==> config.mk <==
export PLATFORM = sky130hd
export DESIGN_NAME = rcr_row_emit
export DESIGN_NICKNAME = d
export VERILOG_FILES = /design/src/rcr_pkg.sv /design/src/rcr_row_emit.sv
export SDC_FILE = /design/constraint.sdc
export NUM_CORES = 1
export LEC_CHECK = 0
export BUFFER_PORTS_ARGS = -buffer_cell sky130_fd_sc_hd__buf_4
export CORE_MARGIN = 5
export CORE_UTILIZATION = 30
export DETAILED_ROUTE_END_ITERATION = 12
export PLACE_DENSITY = 0.48
export REMOVE_ABC_BUFFERS = 1
export SYNTH_ARGS = -nofsm -noshare
export SYNTH_HDL_FRONTEND = slang
export SYNTH_SLANG_ARGS = --single-unit
==> constraint.sdc <==
create_clock -name clk -period 6.8 [get_ports clk]
set_input_delay 0.34 -clock clk [delete_from_list [all_inputs] [get_ports clk]]
set_output_delay 0.34 -clock clk [all_outputs]
set_load 0.01 [all_outputs]
==> src/rcr_pkg.sv <==
`timescale 1ns / 1ps
// ----------------------------------------------------------------------------
// rcr_pkg
// Shared constants, types and tables of the ray-cast column renderer.
// ----------------------------------------------------------------------------
package rcr_pkg;

    localparam int SCREEN_WIDTH  = 128;
    localparam int SCREEN_HEIGHT = 40;
    localparam int MAP_SIZE      = 16;
    localparam int MAX_DEPTH     = 16;
    localparam int FIELD_OF_VIEW = 128;

    // march length in 0.1 tile steps
    localparam int STEPS_MAX = 10 * MAX_DEPTH;
    localparam int STEP_W    = $clog2(STEPS_MAX + 1);

    // ray accumulator: 640 * position + direction * steps, one cell is 5 * 2^15
    localparam int ACC_W      = 25;
    localparam int CELL_SHIFT = 15;
    localparam int CELL_SPAN  = 163840;

    typedef enum logic [2:0] {
        REG_MAP_A   = 3'd0,
        REG_MAP_B   = 3'd1,
        REG_MAP_C   = 3'd2,
        REG_MAP_D   = 3'd3,
        REG_PLAYER_X = 3'd4,
        REG_PLAYER_Y = 3'd5,
        REG_HEADING = 3'd6
    } cfg_index_t;

    typedef enum logic [3:0] {
        ST_IDLE,
        ST_INIT,
        ST_MARCH,
        ST_VXX,
        ST_VYY,
        ST_DX,
        ST_DY,
        ST_DSUM,
        ST_EXX,
        ST_EYY,
        ST_EMAG,
        ST_CHK,
        ST_PWR,
        ST_CMP,
        ST_START,
        ST_EMIT
    } cast_state_t;

    // outcome of one cast, handed to the row emitter
    typedef struct packed {
        logic [STEP_W-1:0] steps;
        logic              blanked;
    } cast_result_t;

    typedef logic [14:0] qsin_table_t [0:255];

    // quarter-wave sine polynomial in Q16, result Q1.14
    function automatic logic [14:0] quarter_sine(int unsigned r);
        logic [63:0] t;
        logic [63:0] t2;
        logic [63:0] s;
        logic [63:0] v;
        t  = 64'(r) << 8;
        t2 = (t * t) >> 16;
        s  = 64'd307;
        s  = 64'd5223 - ((t2 * s) >> 16);
        s  = 64'd42334 - ((t2 * s) >> 16);
        s  = 64'd102944 - ((t2 * s) >> 16);
        v  = ((t * s) >> 16) >> 2;
        if (v > 64'd16384)
        begin
            v = 64'd16384;
        end
        return 15'(v);
    endfunction

    function automatic qsin_table_t qsin_build();
        qsin_table_t tab;
        for (int i = 0; i < 256; i++)
        begin
            tab[i] = quarter_sine(i);
        end
        return tab;
    endfunction

    localparam qsin_table_t QSIN     = qsin_build();
    localparam logic [14:0] QSIN_TOP = quarter_sine(256);

    // full-turn sine, 1024 steps per turn, Q1.14
    function automatic logic signed [15:0] sine_q14(logic [9:0] a);
        logic [8:0]  r;
        logic [14:0] v;
        r = {1'b0, a[7:0]};
        if (a[8])
        begin
            r = 9'd256 - r;
        end
        v = r[8] ? QSIN_TOP : QSIN[r[7:0]];
        return a[9] ? -$signed({1'b0, v}) : $signed({1'b0, v});
    endfunction

endpackage

==> src/rcr_row_emit.sv <==
`timescale 1ns / 1ps
// ----------------------------------------------------------------------------
// rcr_row_emit
// Walks the screen rows of one cast column and drives the shade output
// register: ceiling, distance-banded wall or floor gradient per row.
// ----------------------------------------------------------------------------
module rcr_row_emit (
    input  logic                  clk,
    input  logic                  rst_n,
    input  logic                  start,
    input  rcr_pkg::cast_result_t result,
    input  logic                  shade_stall,
    output logic                  shade_valid,
    output logic [5:0]            row,
    output logic [3:0]            shade_code,
    output logic [12:0]           wall_distance,
    output logic                  edge_blanked,
    output logic                  last_row,
    output logic                  busy
);

    localparam int H = rcr_pkg::SCREEN_HEIGHT;

    logic                      busy_reg, busy_next;
    logic [5:0]                y_reg, y_next;
    logic [rcr_pkg::STEP_W-1:0] steps_reg, steps_next;
    logic                      blank_reg, blank_next;
    logic [3:0]                shade_reg, shade_next;
    logic [12:0]               dist_reg, dist_next;

    logic        valid_reg, valid_next;
    logic [5:0]  row_reg, row_next;
    logic [3:0]  code_reg, code_next;
    logic [12:0] odist_reg, odist_next;
    logic        oblank_reg, oblank_next;
    logic        last_reg, last_next;

    logic [15:0]        dist_num;
    logic [31:0]        dist_prod;
    logic [3:0]         col_shade;
    logic signed [17:0] num;
    logic [8:0]         two_n;
    logic [6:0]         gap;
    logic [17:0]        ceil_prod;
    logic [17:0]        wall_prod;
    logic               is_ceil;
    logic               is_wall;
    logic [3:0]         row_code;
    logic               load;

    // distance and wall band of the column
    always_comb
    begin
        dist_num  = 16'({result.steps, 8'd0}) + 16'd5;
        dist_prod = 32'(dist_num) * 32'd52429;
        if (4 * int'(result.steps) <= rcr_pkg::STEPS_MAX)
            col_shade = 4'd1;
        else if (3 * int'(result.steps) < rcr_pkg::STEPS_MAX)
            col_shade = 4'd2;
        else if (2 * int'(result.steps) < rcr_pkg::STEPS_MAX)
            col_shade = 4'd3;
        else if (int'(result.steps) < rcr_pkg::STEPS_MAX)
            col_shade = 4'd4;
        else
            col_shade = 4'd0;
        if (result.blanked)
        begin
            col_shade = 4'd0;
        end
    end

    // classify the current row against the ceiling and floor lines
    always_comb
    begin
        num       = 18'(H * int'(steps_reg) - 20 * H);
        two_n     = {steps_reg, 1'b0};
        gap       = 7'(H - int'(y_reg));
        ceil_prod = 18'(two_n) * 18'(y_reg);
        wall_prod = 18'(two_n) * 18'(gap + 7'd1);
        is_ceil   = ($signed(ceil_prod) <= num)
                    || ((y_reg == 6'd0) && (num > -$signed(18'(two_n))));
        is_wall   = num < $signed(wall_prod);
        if (is_ceil)
            row_code = 4'd0;
        else if (is_wall)
            row_code = shade_reg;
        else if (8 * int'(gap) < H)
            row_code = 4'd5;
        else if (4 * int'(gap) < H)
            row_code = 4'd6;
        else if (8 * int'(gap) < 3 * H)
            row_code = 4'd7;
        else if (20 * int'(gap) < 9 * H)
            row_code = 4'd8;
        else
            row_code = 4'd0;
    end

    // advance rows while the output register can take one
    always_comb
    begin
        busy_next   = busy_reg;
        y_next      = y_reg;
        steps_next  = steps_reg;
        blank_next  = blank_reg;
        shade_next  = shade_reg;
        dist_next   = dist_reg;
        valid_next  = valid_reg && shade_stall;
        row_next    = row_reg;
        code_next   = code_reg;
        odist_next  = odist_reg;
        oblank_next = oblank_reg;
        last_next   = last_reg;
        load        = busy_reg && (!valid_reg || !shade_stall);
        if (start)
        begin
            busy_next  = 1'b1;
            y_next     = 6'd0;
            steps_next = result.steps;
            blank_next = result.blanked;
            shade_next = col_shade;
            dist_next  = dist_prod[31:19];
        end
        else if (load)
        begin
            valid_next  = 1'b1;
            row_next    = y_reg;
            code_next   = row_code;
            odist_next  = dist_reg;
            oblank_next = blank_reg;
            last_next   = (int'(y_reg) == H - 1);
            y_next      = y_reg + 6'd1;
            if (int'(y_reg) == H - 1)
            begin
                busy_next = 1'b0;
            end
        end
    end

    always_ff @(posedge clk or negedge rst_n)
    begin
        if (!rst_n)
        begin
            busy_reg  <= 1'b0;
            valid_reg <= 1'b0;
        end
        else
        begin
            busy_reg  <= busy_next;
            valid_reg <= valid_next;
        end
    end

    always_ff @(posedge clk)
    begin
        y_reg      <= y_next;
        steps_reg  <= steps_next;
        blank_reg  <= blank_next;
        shade_reg  <= shade_next;
        dist_reg   <= dist_next;
        row_reg    <= row_next;
        code_reg   <= code_next;
        odist_reg  <= odist_next;
        oblank_reg <= oblank_next;
        last_reg   <= last_next;
    end

    assign shade_valid   = valid_reg;
    assign row           = row_reg;
    assign shade_code    = code_reg;
    assign wall_distance = odist_reg;
    assign edge_blanked  = oblank_reg;
    assign last_row      = last_reg;
    assign busy          = busy_reg;

endmodule

==> summary.txt <==
Routing
  – Drt via density: approximately 4.8
  – Routed WL per cell: 15.88 um
  – Top layer in use: met4
  – Met1 wire length: 12260 um
  – Total number of vias: around 8000
  – Metal3 WL: roughly 600 um
  – Post-Route WL: ~27000 um
  – Met2 WL post-DR: 13940 um
  – Post-DRT Antenna Nets: 0
  – Drt drc: 0
  – Pre-antenna DRT Iters: 4
  – Drt first-iter violations: 353

STA
  – Min Tclk post-route: 6696 ps
  – RSZ-0062 raised after global routing: yes
  – Max-slew violation count: 0
  – Tcrit/Tclk final: between 90% and 100%
  – Fin Setup TNS: 0 ps
  – Highest Clock Rate: between 100 and 150 MHz
  – Worst-margin pin slew: approximately 1000 ps
  – Hold Fails Final Rpt: 0
  – Setup Viol. Count Final: 0
  – Clock skew: roughly 7.6 ps
  – Slew headroom: a little under a third

Global routing
  – Pin count of the biggest net entering global routing: 34
  – Vias in the first global route: about 8700
  – Grt total ovfl: 0
  – First-pass GRT wire length: around 45000 um
  – Gr usage total: 14.13%
  – Initial antenna violation count: 0

Place
  – Post-DP Area: around 12000 sq um
  – Placed wire-length estimate: 22300 um
  – Inst Count DP: 1683
  – GPL Wtd Cong: between 0.8 and 0.9
  – Port bufs: 39

Power
  – Pleak: 6.272 nW
  – Sw power: about 0.0019 W
  – Total power: 0.004188 W
  – Pint: between 0.002 and 0.0025 W
  – Comb power frac: roughly 76%
  – Power Density: around 330 nW/um^2
  – Clock Power Share: a little under an eighth
  – Sequential power share: around 13%
  – Max VDD drop: approximately 240 uV
  – Sw Ratio: a little under half

Final layout
  – Register area: ~1700 sq um
  – Final net count: roughly 1600
  – Area of the multi-input gates: 8598 sq um
  – Final Instance Area: roughly 13000 sq um
  – Synth-to-layout area growth: 17.12%
  – Fill cells: roughly 3700
  – Diode count: 0
  – Most frequent cells in the layout: 225 x ha_1, 187 x inv_1, 101 x fa_1, 98 x buf_4, 73 x nand2_1
  – Ratio of cells with drive above 1 in the final layout: 14.39%
  – Non-filler cells, final: 1712
  – Most common cell after layout, fill and taps aside: ha_1

Setup path
  – R2R Setup Slk: 100 ps
  – Reg-to-Reg End: shade_code[2]
  – Worst-path maximum fanout: 4
  – Crit start category: flip-flop
  – Crit. Startpoint: y_reg[1]
  – Critical path data arrival time: roughly 6900 ps
  – WS Path Type: flip-flop to flip-flop
  – R2R depth: 28
  – Worst path most repeated cell: fa_1
  – CP max stage delay: 520 ps
  – Slowest CP cell: fa_1
  – Data required time of the worst path: 7000 ps
  – Crit end category: flip-flop
  – Reg-to-reg startpoint: y_reg[1]

Logic synthesis
  – Distinct cells, synth: 80
  – Synth top area share: around a quarter
  – Sequential share of the synthesized area: around 15%
  – Post-synthesis register bit count: between 50 and 60
  – EDFF count, synth: 50
  – Syn Area/Cell: between 9 and 10 sq um
  – Post-Synthesis Cell Area: 10830 sq um
  – Most used DFF post-synth: edfxtp_1
  – Cell taking the most area after synthesis: ha_1
  – Mapped Cells: 1159
  – Synth top area cells: ha_1 27%, fa_1 19%, edfxtp_1 14%
  – Post-synth ARST share: 3.448%
  – Synth warn: 0

Hold path
  – Worst-case hold path end point: blank_reg
  – Hold path cells: 1
  – Worst Hold Class: primary input to flip-flop
  – Worst Min Path Start: result[0]

Job
  – Max-cap violations: 0

Die
  – Die height: 200.0 um
  – Starting Density: a little under a third
  – Core Area: about 36000 sq um
  – Die area: roughly 40000 sq um
  – Io pins: 40
  – Num rows: 69
  – Die Width: between 200 and 250 um

Clocking
  – Inserted Clock Buffers: 9
  – H-tree depth: 3
  – # clock sinks: between 50 and 60
  – Clock slew at the register clock pins of the worst setup and hold paths: 60 ps
  – Worst skew pair latency: between 300 and 400 ps
  – CTS tree: done
  – CTS root buf: clkbuf_16
  – Clk buf depth: 2

Status
  – Status: finished clean
==> power groups by stage <==
stage / Combinational [W] / Sequential (W) / Clock, W
after global placement: 0.00291 / 0.000545 / 0
final: 0.00316 / 0.000537 / 0.000490
after global routing: 0.00363 / 0.000543 / 0.000523
after floorplan: 0.00209 / 0.000557 / 0
after CTS: 0.00301 / 0.000538 / 0.000507
after detailed placement: 0.00293 / 0.000543 / 0
==> through the flow <==
stage	utilization [%]	hold WS [ps]	setup WS, ps
floorplan	-	44.41	-696.0
global placement	33.68	125.2	-80.62
detailed placement	33.68	125.2	-188.9
CTS	35.03	191.8	7.294
global route	35.66	193.8	-190.2
finish	35.66	209.7	104.1
==> layout make-up <==
| class | instances | share of cell area [%] |
|---|---|---|
| Clock inverter | 4 | 0.2762 |
| Timing Repair Buffer | 101 | 6.056 |
| Sequential cell | 58 | 13.23 |
| Clock buffer | 12 | 2.367 |
| Tap cell | 461 | 4.547 |
| Multi-Input combinational cell | 882 | 67.78 |
| Inverter | 194 | 5.741 |
==> how the worst max path moves through the flow <==
| stage | to |
|---|---|
| floorplan | shade_code[2] |
| global placement | shade_code[2] |
| detailed placement | shade_code[2] |
| CTS | shade_code[2] |
| global route | shade_code[2] |
| finish | shade_code[2] |
==> per-layer routing <==
metal,track usage (%),vias up
met5,0,-
li1,-,4122
met3,1.578,23
met1,17.90,3995
met2,26.04,101
met4,2.843,0
==> synthesized netlist by cell type (10+ instances only) <==
cell type and count:
edfxtp_1 50, a211oi_1 10, o21ai_0 20, inv_1 192, o21ai_1 11, and2_1 52
o211ai_1 13, ha_1 230, clkbuf_1 22, nor3_1 25, nand2_1 74, nand4_1 14
fa_1 101, xor2_1 27, xnor2_1 34, a21oi_1 46, nor2b_1 15, nand3_1 23
nor2_1 46, a21o_1 18
==> cells by family after synthesis <==
kind of cell,synth area share (%)
buffers and inverters,7.636
and+or+nand+nor,15.15
DFF,15.43
AOI/OAI and AO/OA,11.16
muxes,0.3004
xor gates and xnor gates,5.083
adders and majority gates,45.24
==> worst max-delay path, delay by kind of cell, from the launching register on <==
family          cells  cell delay (ps)
simple gates        7             1890
fa+ha+maj           6             2450
xor+xnor            2              240
compound gates      9             1330
buf+inv             4              300
flops               1              330
==> what timing repair did <==
action,in CTS,in global routing
endpoints found under the hold margin,2,0
setup endpoints to repair,4,4
hold buffers,1,0
pin swaps,10,26
gates resized for setup,19,37
setup buffers,5,7
Note: power is estimated with default switching activity, not from simulation.
